===== config.mk =====
export PLATFORM = sky130hd
export DESIGN_NAME = run_length_digit_decoder_top
export DESIGN_NICKNAME = d
export VERILOG_FILES = /design/src/rtl/core/rld_pkg.sv /design/src/rtl/core/rld_ctrl.sv /design/src/rtl/core/rld_dp.sv /design/src/rtl/core/run_length_digit_decoder_top.sv
export SDC_FILE = /design/constraint.sdc
export NUM_CORES = 1
export LEC_CHECK = 0
export BUFFER_PORTS_ARGS = -buffer_cell sky130_fd_sc_hd__buf_4
export CORE_UTILIZATION = 37
export DETAILED_ROUTE_END_ITERATION = 8
export GPL_TIMING_DRIVEN = 0
export PLACE_DENSITY_LB_ADDON = 0.08
export SLEW_MARGIN = 20
export SYNTH_ARGS = -nofsm -noshare
export SYNTH_HDL_FRONTEND = slang
export SYNTH_SLANG_ARGS = --single-unit

===== constraint.sdc =====
create_clock -name clk_i -period 4.75 [get_ports clk_i]
set_input_delay 0.2375 -clock clk_i [delete_from_list [all_inputs] [get_ports clk_i]]
set_output_delay 0.2375 -clock clk_i [all_outputs]
set_load 0.05 [all_outputs]

===== src/rtl/core/rld_pkg.sv =====
// shared types, codes and constants of the run-length digit decoder
`default_nettype none

package rld_pkg;

  // output limit per stream and the counter width that can hold it
  localparam int unsigned MaxOut = 1024;
  localparam int unsigned CntW   = $clog2(MaxOut + 1);

  // digit range of the encoded stream
  localparam logic [7:0] DigitLo = 8'h30;
  localparam logic [7:0] DigitHi = 8'h39;

  // width of the run counter (single digit counts)
  localparam int unsigned RunW = 4;

  // stream condition codes
  localparam logic [1:0] CondRunning = 2'd0;
  localparam logic [1:0] CondLeading = 2'd1;
  localparam logic [1:0] CondTrunc   = 2'd2;

  // result status codes
  localparam logic [2:0] StatData    = 3'd0;
  localparam logic [2:0] StatOk      = 3'd1;
  localparam logic [2:0] StatEmpty   = 3'd2;
  localparam logic [2:0] StatLeading = 3'd3;
  localparam logic [2:0] StatTrunc   = 3'd4;

  typedef struct packed {
    logic [7:0] char_byte;
    logic       end_flag;
  } in_item_t;

  typedef struct packed {
    logic [7:0] out_byte;
    logic [2:0] status;
    logic       run_last;
  } out_item_t;

  // controller to datapath commands
  typedef struct packed {
    logic take_item;
    logic emit_step;
  } ctrl_cmd_t;

  // datapath to controller status
  typedef struct packed {
    logic slot_free;
    logic run_start;
    logic last_step;
  } dp_status_t;

endpackage

`default_nettype wire


===== src/rtl/core/rld_ctrl.sv =====
// controller state machine: item intake and run sequencing
`default_nettype none

module rld_ctrl (
  input  wire logic               clk_i,
  input  wire logic               rst_ni,
  input  wire logic               in_valid_i,
  output logic                    in_ready_o,
  input  wire rld_pkg::dp_status_t stat_i,
  output rld_pkg::ctrl_cmd_t      cmd_o
);

  localparam logic StIdle = 1'b0;
  localparam logic StRun  = 1'b1;

  logic state_q, state_d;

  // next state and commands
  always_comb begin
    state_d         = state_q;
    in_ready_o      = 1'b0;
    cmd_o.take_item = 1'b0;
    cmd_o.emit_step = 1'b0;
    unique case (state_q)
      StIdle: begin
        in_ready_o      = stat_i.slot_free;
        cmd_o.take_item = in_valid_i & stat_i.slot_free;
        if (cmd_o.take_item && stat_i.run_start) begin
          state_d = StRun;
        end
      end
      StRun: begin
        cmd_o.emit_step = stat_i.slot_free;
        if (cmd_o.emit_step && stat_i.last_step) begin
          state_d = StIdle;
        end
      end
      default: state_d = StIdle;
    endcase
  end

  // state register
  always_ff @(posedge clk_i or negedge rst_ni) begin
    if (!rst_ni) begin
      state_q <= StIdle;
    end else begin
      state_q <= state_d;
    end
  end

endmodule

`default_nettype wire


===== src/rtl/core/rld_dp.sv =====
// datapath: stream state, run counter and output register
`default_nettype none

module rld_dp (
  input  wire logic               clk_i,
  input  wire logic               rst_ni,
  input  wire rld_pkg::in_item_t  in_item_i,
  input  wire rld_pkg::ctrl_cmd_t cmd_i,
  output rld_pkg::dp_status_t     stat_o,
  output logic                    out_valid_o,
  input  wire logic               out_ready_i,
  output rld_pkg::out_item_t      out_item_o
);

  logic [7:0]              prev_q;
  logic [7:0]              cur_q;
  logic                    seen_q;
  logic [rld_pkg::CntW-1:0] count_q;
  logic [1:0]              cond_q;
  logic [rld_pkg::RunW-1:0] run_q;
  logic                    out_valid_q;
  rld_pkg::out_item_t      out_q;

  logic                    is_digit;
  logic [7:0]              digit_val;
  logic                    limit_hit;
  logic [2:0]              end_status;

  // input decode
  assign is_digit  = (in_item_i.char_byte >= rld_pkg::DigitLo) &&
                     (in_item_i.char_byte <= rld_pkg::DigitHi);
  assign digit_val = in_item_i.char_byte - rld_pkg::DigitLo;
  assign limit_hit = (count_q == rld_pkg::CntW'(rld_pkg::MaxOut - 1));

  // status toward the controller
  assign stat_o.slot_free = ~out_valid_q | out_ready_i;
  assign stat_o.run_start = ~in_item_i.end_flag & seen_q & is_digit &
                            (cond_q == rld_pkg::CondRunning) & (digit_val != 8'd0);
  assign stat_o.last_step = (run_q == rld_pkg::RunW'(1)) | limit_hit;

  // end-of-stream status
  always_comb begin
    if (!seen_q) begin
      end_status = rld_pkg::StatEmpty;
    end else if (cond_q == rld_pkg::CondLeading) begin
      end_status = rld_pkg::StatLeading;
    end else if (cond_q == rld_pkg::CondTrunc) begin
      end_status = rld_pkg::StatTrunc;
    end else begin
      end_status = rld_pkg::StatOk;
    end
  end

  // stream state
  always_ff @(posedge clk_i or negedge rst_ni) begin
    if (!rst_ni) begin
      prev_q  <= '0;
      seen_q  <= 1'b0;
      count_q <= '0;
      cond_q  <= rld_pkg::CondRunning;
      run_q   <= '0;
    end else if (cmd_i.take_item) begin
      if (in_item_i.end_flag) begin
        prev_q  <= '0;
        seen_q  <= 1'b0;
        count_q <= '0;
        cond_q  <= rld_pkg::CondRunning;
      end else if (!seen_q) begin
        seen_q <= 1'b1;
        prev_q <= in_item_i.char_byte;
        if (is_digit) begin
          cond_q <= rld_pkg::CondLeading;
        end
      end else if (stat_o.run_start) begin
        run_q <= digit_val[rld_pkg::RunW-1:0];
      end else begin
        prev_q <= in_item_i.char_byte;
      end
    end else if (cmd_i.emit_step) begin
      count_q <= count_q + rld_pkg::CntW'(1);
      run_q   <= run_q - rld_pkg::RunW'(1);
      if (stat_o.last_step) begin
        prev_q <= cur_q;
        if (limit_hit) begin
          cond_q <= rld_pkg::CondTrunc;
        end
      end
    end
  end

  // digit byte held for the end of its run
  always_ff @(posedge clk_i) begin
    if (cmd_i.take_item) begin
      cur_q <= in_item_i.char_byte;
    end
  end

  // output valid
  always_ff @(posedge clk_i or negedge rst_ni) begin
    if (!rst_ni) begin
      out_valid_q <= 1'b0;
    end else if ((cmd_i.take_item && in_item_i.end_flag) || cmd_i.emit_step) begin
      out_valid_q <= 1'b1;
    end else if (out_ready_i) begin
      out_valid_q <= 1'b0;
    end
  end

  // output payload
  always_ff @(posedge clk_i) begin
    if (cmd_i.take_item && in_item_i.end_flag) begin
      out_q.out_byte <= '0;
      out_q.status   <= end_status;
      out_q.run_last <= 1'b1;
    end else if (cmd_i.emit_step) begin
      out_q.out_byte <= prev_q;
      out_q.status   <= rld_pkg::StatData;
      out_q.run_last <= stat_o.last_step;
    end
  end

  assign out_valid_o = out_valid_q;
  assign out_item_o  = out_q;

endmodule

`default_nettype wire


===== src/rtl/core/run_length_digit_decoder_top.sv =====
// top level of the run-length digit decoder
// an end item's result is registered at the clock edge that transfers it
// items are taken only while the single output register is free; the bytes of
// a digit run (up to 9) step through it, and intake is held until the run ends
// a new item is taken while the previous result waits if that result leaves
// reset: asynchronous active low, stream state returns to empty with no error
`default_nettype none

module run_length_digit_decoder_top (
  input  wire logic               clk_i,
  input  wire logic               rst_ni,
  input  wire logic               in_valid_i,
  output logic                    in_ready_o,
  input  wire rld_pkg::in_item_t  in_item_i,
  output logic                    out_valid_o,
  input  wire logic               out_ready_i,
  output rld_pkg::out_item_t      out_item_o
);

  rld_pkg::ctrl_cmd_t  cmd;
  rld_pkg::dp_status_t stat;

  // controller
  rld_ctrl u_ctrl (
    .clk_i      (clk_i),
    .rst_ni     (rst_ni),
    .in_valid_i (in_valid_i),
    .in_ready_o (in_ready_o),
    .stat_i     (stat),
    .cmd_o      (cmd)
  );

  // datapath
  rld_dp u_dp (
    .clk_i       (clk_i),
    .rst_ni      (rst_ni),
    .in_item_i   (in_item_i),
    .cmd_i       (cmd),
    .stat_o      (stat),
    .out_valid_o (out_valid_o),
    .out_ready_i (out_ready_i),
    .out_item_o  (out_item_o)
  );

endmodule

`default_nettype wire


==> flow_metrics.tcl, run 1 <==
set metrics [dict create \
    relSlewSlack_pct 53.9 \
    num-nets-final 279 \
    synth_seq_area_share_pct 53.0 \
    arrival_ns 2.54 \
    worst_ep_required_time_ns 4.94 \
    fin_tns_setup_ns 0 \
    mostFrequentLayoutCells "nand2_1, dfrtp_1, buf_4" \
    skew_ns 0.00615 \
    max_freq_mhz 426 \
    dieHeight_um 80.6 \
    ir_drop_mv 0.292 \
    synth_cell_types 43 \
    ys_seq_elements 48 \
    path_buf_inv 3 \
    power.leakage_uw 0.00111 \
    power_density_nw_per_um2 533 \
    cpMostUsedCell "clkbuf_1" \
    setup_viol 0 \
    diodes 0 \
    routed_via_density 5.31 \
    utilization_pct 45.5 \
    clk_path_buf_depth 2 \
    die_area_um2 6490 \
    mappedNetlistArea_um2 2280 \
    synthArstFlopShare_pct 58.3 \
    cts_made_buffers 5 \
    wirelength_um 5290 \
    rows 28 \
    globalplace.congestion 0.760 \
    finalPower_uw 1440 \
    synth_edf_count 11 \
    root_buffer "clkbuf_8" \
    cp_max_fo 10 \
    fp.dieW_um 80.6 \
    rsz0062_at_grt "false" \
    syn_avg_cell_area_um2 9.98 \
    area_delta_synth_final_pct 18.7 \
    drt_first_pass_iters 4 \
    antenna_found_initial 0 \
    clk_latency_ns 0.31 \
    drive_above_1_share_pct 16.7 \
    cts_resized 0 \
    core-area_um2 5960 \
    critical_path_class "reg2reg" \
    ys.flop_type "dfrtp_1" \
    path_clk_slew_ns 0.10 \
    synthCells 229 \
    slew_viol_final 0 \
    syn-num-nets 245 \
    slowest_delay_ns 0.44 \
    drc 0 \
    port_buffers 26 \
    io-pin-count 27 \
    overflow 0 \
    placed_cell_area_um2 2570 \
    cp_cell_sequence "clkbuf_1 > nor2b_1 > and3_1 > clkbuf_1 > buf_1 > nor2_1" \
    endpoint_kind "flop" \
    grt_pass1_vias 1672 \
    cts_setup_buffers 0 \
    hold_viol 0 \
    status "complete, no violations" \
    cap_viol_max_count 0 \
    fin_area_um2 2710 \
    post-route-period-util_pct 49.4 \
    grt_max_degree 29 \
    critPathTopFamily "buffers and inverters" \
    yosys_warnings 0 \
    worst_pin_slew_ns 0.682 \
    layout_commonest_cell "nand2_1" \
    postRouteAntennaNets 0 \
    timing.final.crit_period_ns 2.35 \
    drt_iter0_markers 86 \
    clock-sinks 48 \
    grt_usage_pct 18.1 \
    vias 1799 \
    hold_class "in2reg" \
    hpwl_um 3730 \
    grt_pass1_wl_um 8680 \
    start_util_pct 38.4 \
    cts-htree-levels 2 \
    cpMaxStageDelayCell "buf_1" \
    crit_path_start_kind "flop" \
    cts_tree "built" \
    wl_per_cell_um 15.6 \
]
==> power by group <==
| group | switching (µW) | internal, µW | total [µW] |
|---|---|---|---|
| registers | 66.8 | 536 | 603 |
| clock network | 154 | 170 | 324 |
| logic | 340 | 177 | 517 |
==> through the flow <==
| step | hold WS (ns) | setup slack, ns | cells |
|---|---|---|---|
| after floorplan | -0.0581 | 2.69 | 229 |
| after global placement | 0.196 | 2.43 | 330 |
| after detailed placement | 0.193 | 2.45 | 330 |
| after CTS | 0.107 | 2.43 | 339 |
| after global routing | 0.104 | 2.22 | 339 |
| final | 0.113 | 2.40 | 339 |
==> final cells by class <==
cell class / count / area [µm²]
buffer: 12 / 45.0
clock buffer: 7 / 119
clock inverter: 1 / 8.76
fill: 601 / 3240
inverter: 6 / 22.5
multi-input combinational: 163 / 1010
sequential: 48 / 1210
tap: 75 / 93.8
timing repair buffer: 27 / 205
==> per-layer routing <==
layer / vias to the layer above / routed length [µm] / global-route usage, %
li1: 887 / - / -
met1: 872 / 2690 / 25.5
met2: 33 / 2330 / 27.3
met3: 7 / 185 / 3.52
met4: 0 / 80 / 6.96
met5: - / 0 / 0
==> flip-flops by register name, indices dropped and copies added (netlist names) <==
register / count
u_dp.out_item_o: 12
u_dp.count_q: 11
u_dp.cur_q: 8
u_dp.prev_q: 8
u_dp.run_q: 4
u_dp.cond_q: 2
u_ctrl.state_q: 1
u_dp.out_valid_o: 1
u_dp.seen_q: 1
==> timing repair <==
action                                 in CTS  in global routing
setup endpoints to repair                   0                  0
hold buffers                                1                  0
endpoints found under the hold margin      28                  0
==> cell usage after synthesis (2+ instances only) <==
master | number | share of area (%)
xor2_1 | 3 | 1.2
nor3_1 | 5 | 1.1
o21ai_0 | 23 | 5.0
mux2_1 | 2 | 0.99
nor2b_1 | 2 | 0.55
and2_1 | 2 | 0.55
nand2_1 | 29 | 4.8
o221ai_1 | 2 | 0.77
a211oi_1 | 2 | 0.66
nand3_1 | 7 | 1.5
nor2_1 | 10 | 1.6
ha_1 | 3 | 1.6
dfxtp_1 | 9 | 7.9
inv_1 | 6 | 0.99
or3_1 | 4 | 1.1
a21oi_1 | 19 | 4.2
clkbuf_1 | 11 | 1.8
and3_1 | 2 | 0.55
nand2b_1 | 15 | 4.1
edfxtp_1 | 11 | 14
mux2_2 | 7 | 3.5
nand4bb_1 | 2 | 0.99
dfrtp_1 | 28 | 31
o22a_1 | 2 | 0.77
nand4_1 | 5 | 1.4
==> worst paths after layout <==
kind	slack (ns)	depth (start not counted)	from	end
hold reg to reg	0.46	2	u_dp.out_item_o[7]$_SDFFE_PP0P_	u_dp.out_item_o[7]$_SDFFE_PP0P_
setup reg to reg	2.40	6	u_ctrl.state_q$_DFF_PN0_	u_dp.count_q[2]$_DFFE_PN0P_
min in group asynchronous	0.38	2	rst_ni	u_dp.run_q[1]$_DFFE_PN0P_
hold / removal	0.11	1	in_item_i[6]	u_dp.cur_q[5]$_DFFE_PP_
max in group asynchronous	4.09	2	rst_ni	u_dp.cond_q[0]$_DFFE_PN0P_
setup / recovery	2.40	6	u_ctrl.state_q$_DFF_PN0_	u_dp.count_q[2]$_DFFE_PN0P_
==> kinds of logic (layout without fill, tap and decap cells) <==
family,count (synthesis),count (layout),share of synthesized area (%)
xor+xnor,4,4,1.53
mux,10,10,4.87
compound gates,57,57,15.4
fa+ha+maj,3,3,1.64
flops,48,48,53.0
simple gates,89,89,20.6
buf+inv,18,53,2.96
==> worst reg2reg max path, stage by stage (launching register included) <==
cell and delay [ns]:
dfrtp_1 0.39, clkbuf_1 0.23, nor2b_1 0.42, and3_1 0.21
clkbuf_1 0.43, buf_1 0.44, nor2_1 0.10
Power figures use the tool's default switching activity.
==> run 2: changes to the inputs <==
--- a/config.mk
+++ b/config.mk
@@ -5,6 +5,7 @@
 export SDC_FILE = /design/constraint.sdc
 export NUM_CORES = 1
 export LEC_CHECK = 0
+export ABC_AREA = 1
 export BUFFER_PORTS_ARGS = -buffer_cell sky130_fd_sc_hd__buf_4
 export CORE_UTILIZATION = 37
 export DETAILED_ROUTE_END_ITERATION = 8
==> constraint.sdc (replaced) <==
create_clock -name clk_i -period 2.3 [get_ports clk_i]
set_input_delay 0.115 -clock clk_i [delete_from_list [all_inputs] [get_ports clk_i]]
set_output_delay 0.115 -clock clk_i [all_outputs]
set_load 0.05 [all_outputs]
==> run 2 against run 1 <==
  * Synthesized cell count rose by 33%
  * Largest cell class unchanged
  * Clock power rose by 63%
  * Combinational power rose by 69%
  * Critical path type unchanged
  * Power rose by 79%
  * Sequential cell count did not move
  * Register-to-register slack got worse by 1.9 ns
  * Core utilization rose by 1.0 points
==> flow_metrics.tcl, run 2 <==
set metrics [dict create \
    synthArstFlopShare_pct 58.3 \
    endpoint_kind "flop" \
    instances_no_fill 420 \
    core-area_um2 6100 \
    relSlewSlack_pct 74.4 \
    synth_top_area_cell "dfrtp_1" \
    path_clk_slew_ns 0.09 \
    drt_first_pass_iters 4 \
    layout_commonest_cell "nand2_1" \
    status "complete, no violations" \
    syn_avg_cell_area_um2 7.86 \
    cts_tree "built" \
    synth_cell_types 26 \
    setup_viol 0 \
    num-nets-final 360 \
    clock_power_share_pct 20.4 \
    synth.top_cell.area_share_pct 29.2 \
    sequentialPowerShare_pct 45.8 \
    port_buffers 26 \
    diodes 0 \
    internal-power_uw 1600 \
    ir_drop_mv 0.507 \
    post-route-period-util_pct 76.7 \
    root_buffer "clkbuf_8" \
    hpwl_um 3830 \
    largest_register_ffs 12 \
    cts_resized 0 \
    r2r_end "u_dp.prev_q[4]$_DFFE_PN0P_" \
    utilization_pct 46.6 \
    cp_max_fo 9 \
    synth_edf_count 11 \
    slew_viol_final 0 \
    rr_worst_depth 10 \
    cp-endpoint "u_dp.prev_q[4]$_DFFE_PN0P_" \
    hold_class "in2reg" \
    power.leakage_uw 0.00143 \
    io-pin-count 27 \
    power.switching_uw 987 \
    yosys_warnings 0 \
    worst_ep_required_time_ns 2.50 \
    synthCells 305 \
    drive_above_1_share_pct 17.1 \
    power_density_nw_per_um2 911 \
    rsz0062_at_grt "false" \
    clk_latency_ns 0.30 \
    clock-sinks 48 \
    synth_seq_area_share_pct 50.5 \
    placed_cell_area_um2 2690 \
    ys.flop_type "dfrtp_1" \
    placedCellCount 406 \
    grt_pass1_vias 1943 \
    cap_viol_max_count 0 \
    fillers 634 \
    mappedNetlistArea_um2 2400 \
    critical_path_class "reg2reg" \
    regArea_um2 1210 \
    fp.dieW_um 82.5 \
    crit_path_start_kind "flop" \
    timing.final.crit_period_ns 1.76 \
    grt_usage_pct 18.0 \
    finalPower_uw 2590 \
    fin_tns_setup_ns 0 \
    skew_ns 0.00928 \
    hold_viol 0 \
    wirelength_um 5280 \
    worstReg2RegStart "u_dp.count_q[0]$_DFFE_PN0P_" \
    cts_made_buffers 5 \
    synth.most_common_cell "nand2_1" \
    pwr-share-comb_pct 33.8 \
    synthTopCellsByArea "dfrtp_1, nand2_1, edfxtp_1, dfxtp_1, nand3_1" \
    rows 28 \
    clk_path_buf_depth 2 \
    cts-htree-levels 2 \
    synthTopCellsByCount "nand2_1, inv_1, dfrtp_1, nand3_1, nor2_1" \
    worst_pin_slew_ns 0.384 \
    drt_iter0_markers 101 \
    mostFrequentLayoutCells "nand2_1, inv_1, buf_4" \
    area_delta_synth_final_pct 18.4 \
    overflow 0 \
    antenna_found_initial 0 \
    syn-num-nets 321 \
    postRouteAntennaNets 0 \
    rrSetupSlack_ns 0.54 \
    drc 0 \
    multiInputGateArea_um2 1000 \
    arrival_ns 1.96 \
    dieHeight_um 82.5 \
    globalplace.congestion 0.796 \
    grt_max_degree 29 \
    wl_per_cell_um 12.6 \
    start_util_pct 39.3 \
    die_area_um2 6810 \
    ys_seq_elements 48 \
    grt_pass1_wl_um 9020 \
    fin_area_um2 2840 \
    max_freq_mhz 567 \
    vias 1954 \
    routed_via_density 4.65 \
    power_switching_share_pct 38.2 \
    critPathLaunch "u_dp.count_q[0]$_DFFE_PN0P_" \
]
[run 2: cell count changes after synthesis, sizes merged, moves of 8 or more]
| cell | before | now |
|---|---|---|
| nor2 | 10 | 23 |
| mux2 | 9 | 0 |
| nand3 | 7 | 25 |
| nand2b | 15 | 0 |
| nand2 | 29 | 127 |
| a21oi | 19 | 6 |
| inv | 6 | 34 |
| buf | 1 | 9 |
| clkbuf | 11 | 0 |
[run 2: what timing repair did]
| item | CTS | global route |
|---|---|---|
| setup buffers | 0 | 0 |
| endpoints found under the hold margin | 29 | 4 |
| hold buffers | 2 | 4 |
| endpoints found under the setup margin | 0 | 0 |
[run 2: cells by family after synthesis]
family | Yosys count | synth area share, %
and+or+nand+nor | 184 | 34.3
DFF | 48 | 50.5
adders and majority gates | 3 | 1.57
buffers and inverters | 43 | 7.78
AOI/OAI and AO/OA | 27 | 5.85
[run 2: worst max-delay path: stages (launching register included)]
cell and delay, ns:
dfrtp_1 0.45, ha_1 0.32, nand2_2 0.10, nor2_4 0.17, nand3_4 0.12, nand2_2 0.09
nand2_2 0.07, nand2_4 0.12, nand2_4 0.10, nand2_1 0.07, nand2_1 0.05
[run 2: how the worst min path moves through the flow]
stage,from,to,slack [ns],cells past startpoint
after floorplan,rst_ni,u_ctrl.state_q$_DFF_PN0_,-0.18,0
after global placement,rst_ni,u_dp.count_q[10]$_DFFE_PN0P_,0.07,1
after detailed placement,rst_ni,u_dp.count_q[10]$_DFFE_PN0P_,0.07,1
after CTS,in_item_i[6],u_dp.cur_q[5]$_DFFE_PP_,0.001,1
after global routing,in_item_i[2],u_dp.cur_q[1]$_DFFE_PP_,0.006,1
final,in_item_i[3],u_dp.cur_q[2]$_DFFE_PP_,0.01,1
[run 2: cell type report]
class	count	area share [%]
sequential	48	42.7
multi-input combinational	214	35.2
timing repair buffer	32	8.99
inverter	34	4.50
tap	75	3.31
clock buffer	7	3.04
buffer	9	2.07
clock inverter	1	0.220
[run 2: stage by stage]
step	setup WS (ns)	hold slack [ns]
4_1_cts	0.521	0.00115
5_1_grt	0.372	0.00557
3_3_place_gp	0.553	0.0680
3_5_place_dp	0.540	0.0707
6_report	0.535	0.0149
2_1_floorplan	0.681	-0.181
[run 2: power groups by stage]
stage | combinational [µW] | sequential [µW] | clock [µW]
after floorplan | 474 | 1340 | 0
after global placement | 865 | 1200 | 0
after detailed placement | 873 | 1200 | 0
after CTS | 880 | 1180 | 546
after global routing | 992 | 1210 | 578
final | 874 | 1180 | 528
[run 2: layer usage]
metal	GRT usage, %	share of wire [%]	vias to the layer above
met1	22.8	48	882
li1	-	-	1040
met2	30.7	48	26
met5	0	0	-
met3	3.96	2.9	6
met4	5.17	1.3	0
==> run 3: changes to the inputs <==
--- a/config.mk
+++ b/config.mk
@@ -5,7 +5,7 @@
 export SDC_FILE = /design/constraint.sdc
 export NUM_CORES = 1
 export LEC_CHECK = 0
-export ABC_AREA = 1
+export ABC_AREA = 0
 export BUFFER_PORTS_ARGS = -buffer_cell sky130_fd_sc_hd__buf_4
 export CORE_UTILIZATION = 37
 export DETAILED_ROUTE_END_ITERATION = 8
==> constraint.sdc (replaced) <==
create_clock -name clk_i -period 1.7 [get_ports clk_i]
set_input_delay 0.085 -clock clk_i [delete_from_list [all_inputs] [get_ports clk_i]]
set_output_delay 0.085 -clock clk_i [all_outputs]
set_load 0.05 [all_outputs]
==> run 3 against run 2 <==
  * Core utilization rose by 4.5 points
  * Final cell count down 14%
  * Global-route usage grew 1.9 points
  * First-iteration DRC count is 18% lower
  * Final area is 7.1% higher
  * Fmax is 4.4% higher
  * Largest power group unchanged
  * Critical path type unchanged
  * Sequential share of layout area is 2.7 points lower
  * Setup slack lost 0.53 ns
==> flow_metrics.tcl, run 3 (synthesized netlist as in run 1, its figures left out) <==
set metrics [dict create \
    layout_commonest_cell "buf_4" \
    drt_first_pass_iters 4 \
    endpoint_kind "flop" \
    status "complete, no violations" \
    critical_path_class "reg2reg" \
    hold_viol 0 \
    critPathLaunch "u_dp.cond_q[0]$_DFFE_PN0P_" \
    vias 1887 \
    r2r_end "u_dp.prev_q[5]$_DFFE_PN0P_" \
    power.leakage_uw 0.00128 \
    ir_drop_mv 0.778 \
    core-area_um2 5960 \
    grt_max_degree 29 \
    globalplace.congestion 0.820 \
    clk_path_buf_depth 2 \
    area_delta_synth_final_pct 33.0 \
    fp.dieW_um 80.6 \
    grt_usage_pct 19.9 \
    wirelength_um 5720 \
    arrival_ns 1.88 \
    antenna_found_initial 0 \
    die_area_um2 6490 \
    drive_above_1_share_pct 29.8 \
    post-route-period-util_pct 99.4 \
    setup_viol 0 \
    grt_pass1_wl_um 9530 \
    multiInputGateArea_um2 1130 \
    post-place-ws_ns -0.408 \
    path_clk_slew_ns 0.09 \
    slew_viol_final 0 \
    cts_made_buffers 5 \
    postRouteAntennaNets 0 \
    skew_ns 0.00747 \
    largest_register_ffs 12 \
    worst_pin_slew_ns 0.805 \
    diodes 0 \
    fin_tns_setup_ns 0 \
    worstReg2RegStart "u_dp.cond_q[0]$_DFFE_PN0P_" \
    cap_viol_max_count 0 \
    relSlewSlack_pct 45.6 \
    regArea_um2 1210 \
    rrSetupSlack_ns 0.01 \
    io-pin-count 27 \
    rr_worst_depth 5 \
    overflow 0 \
    fillers 584 \
    hold_class "in2reg" \
    placedCellCount 330 \
    rows 28 \
    drc 0 \
    mostFrequentLayoutCells "buf_4, nand2_1, dfrtp_1" \
    hpwl_um 3840 \
    grt_pass1_vias 1921 \
    power_density_nw_per_um2 1360 \
    wl_per_cell_um 15.9 \
    drt_iter0_markers 83 \
    root_buffer "clkbuf_8" \
    port_buffers 26 \
    instances_no_fill 360 \
    crit_path_start_kind "flop" \
    start_util_pct 38.4 \
    layout_setup_ws_ns 0.0100 \
    clock-sinks 48 \
    dieHeight_um 80.6 \
    timing.final.crit_period_ns 1.69 \
    rsz0062_at_grt "true" \
    worst_ep_required_time_ns 1.89 \
    cts-htree-levels 2 \
    cp-endpoint "u_dp.prev_q[5]$_DFFE_PN0P_" \
    cp_max_fo 8 \
    clk_latency_ns 0.30 \
    routed_via_density 5.24 \
    cts_tree "built" \
    num-nets-final 300 \
    max_freq_mhz 592 \
]
==> run 3: changes by cell type in the layout (fill, tap and decap cells not counted), sizes merged, moves of 4 or more <==
cell    previous run  this run
a21oi              6        19
buf               35        42
clkbuf             7        15
inv               35         6
mux2               0         9
nand2            127        29
nand2b             0        15
nand3             25         7
nor2              23        10
o21ai             19        23
or3                0         4
==> run 3: report_power, final <==
part | internal [µW] | switching [µW]
registers | 1500 | 197
clock network | 333 | 402
logic | 689 | 1010
==> run 3: layout make-up <==
class / count / share of cell area, %
flip-flops and latches: 48 / 39.9
multi-input cells: 163 / 37.3
repair buffers: 49 / 13.3
well taps: 75 / 3.09
clock buffers: 6 / 2.72
plain buffers: 11 / 2.43
inverters: 6 / 0.865
clock inverters: 2 / 0.453
==> run 3: how the worst min path moves through the flow <==
stage / to / from / slack, ns / depth (start not counted)
finish: u_dp.run_q[0]$_DFFE_PN0P_ / in_item_i[1] / 0.05 / 2
CTS: u_dp.cur_q[6]$_DFFE_PP_ / in_item_i[7] / -0.04 / 1
global route: u_dp.run_q[0]$_DFFE_PN0P_ / in_item_i[1] / 0.06 / 2
floorplan: u_ctrl.state_q$_DFF_PN0_ / rst_ni / -0.21 / 0
global placement: u_dp.run_q[2]$_DFFE_PN0P_ / rst_ni / 0.04 / 1
detailed placement: u_dp.run_q[0]$_DFFE_PN0P_ / rst_ni / 0.03 / 1
==> run 3: what timing repair did <==
| item | 4_1_cts | 5_1_grt |
|---|---|---|
| setup buffers | 10 | 4 |
| endpoints found under the hold margin | 36 | 1 |
| resized for setup | 21 | 20 |
| hold buffers | 8 | 1 |
| pin swaps | 4 | 1 |
| endpoints found under the setup margin | 37 | 15 |
==> run 3: per-stage QoR <==
| step | hold WS [ns] | power [µW] | utilization [%] | cell area, µm² |
|---|---|---|---|---|
| 6_report | 0.0534 | 4140 | 51.0 | 3040 |
| 5_1_grt | 0.0592 | 4390 | 51.0 | 3040 |
| 4_1_cts | -0.0394 | 4060 | 49.6 | 2960 |
| 3_5_place_dp | 0.0336 | 3200 | 43.8 | 2610 |
| 3_3_place_gp | 0.0357 | 3180 | 43.8 | 2610 |
| 2_1_floorplan | -0.211 | 2750 | - | 2320 |
==> run 3: critical path, stage by stage (launching register included) <==
cell	delay, ns
dfrtp_2	0.44
nor4b_4	0.31
and4_4	0.30
a221oi_4	0.08
buf_12	0.16
mux2_4	0.29
==> run 3: metal layers <==
layer,part of all wire (%),routed length [µm],vias to the layer above,global-route usage [%]
met5,0,0,-,0
met4,0.75,43,0,4.82
met3,4.1,237,5,3.52
met2,49,2820,36,33.6
met1,46,2610,914,26.3
li1,-,-,932,-
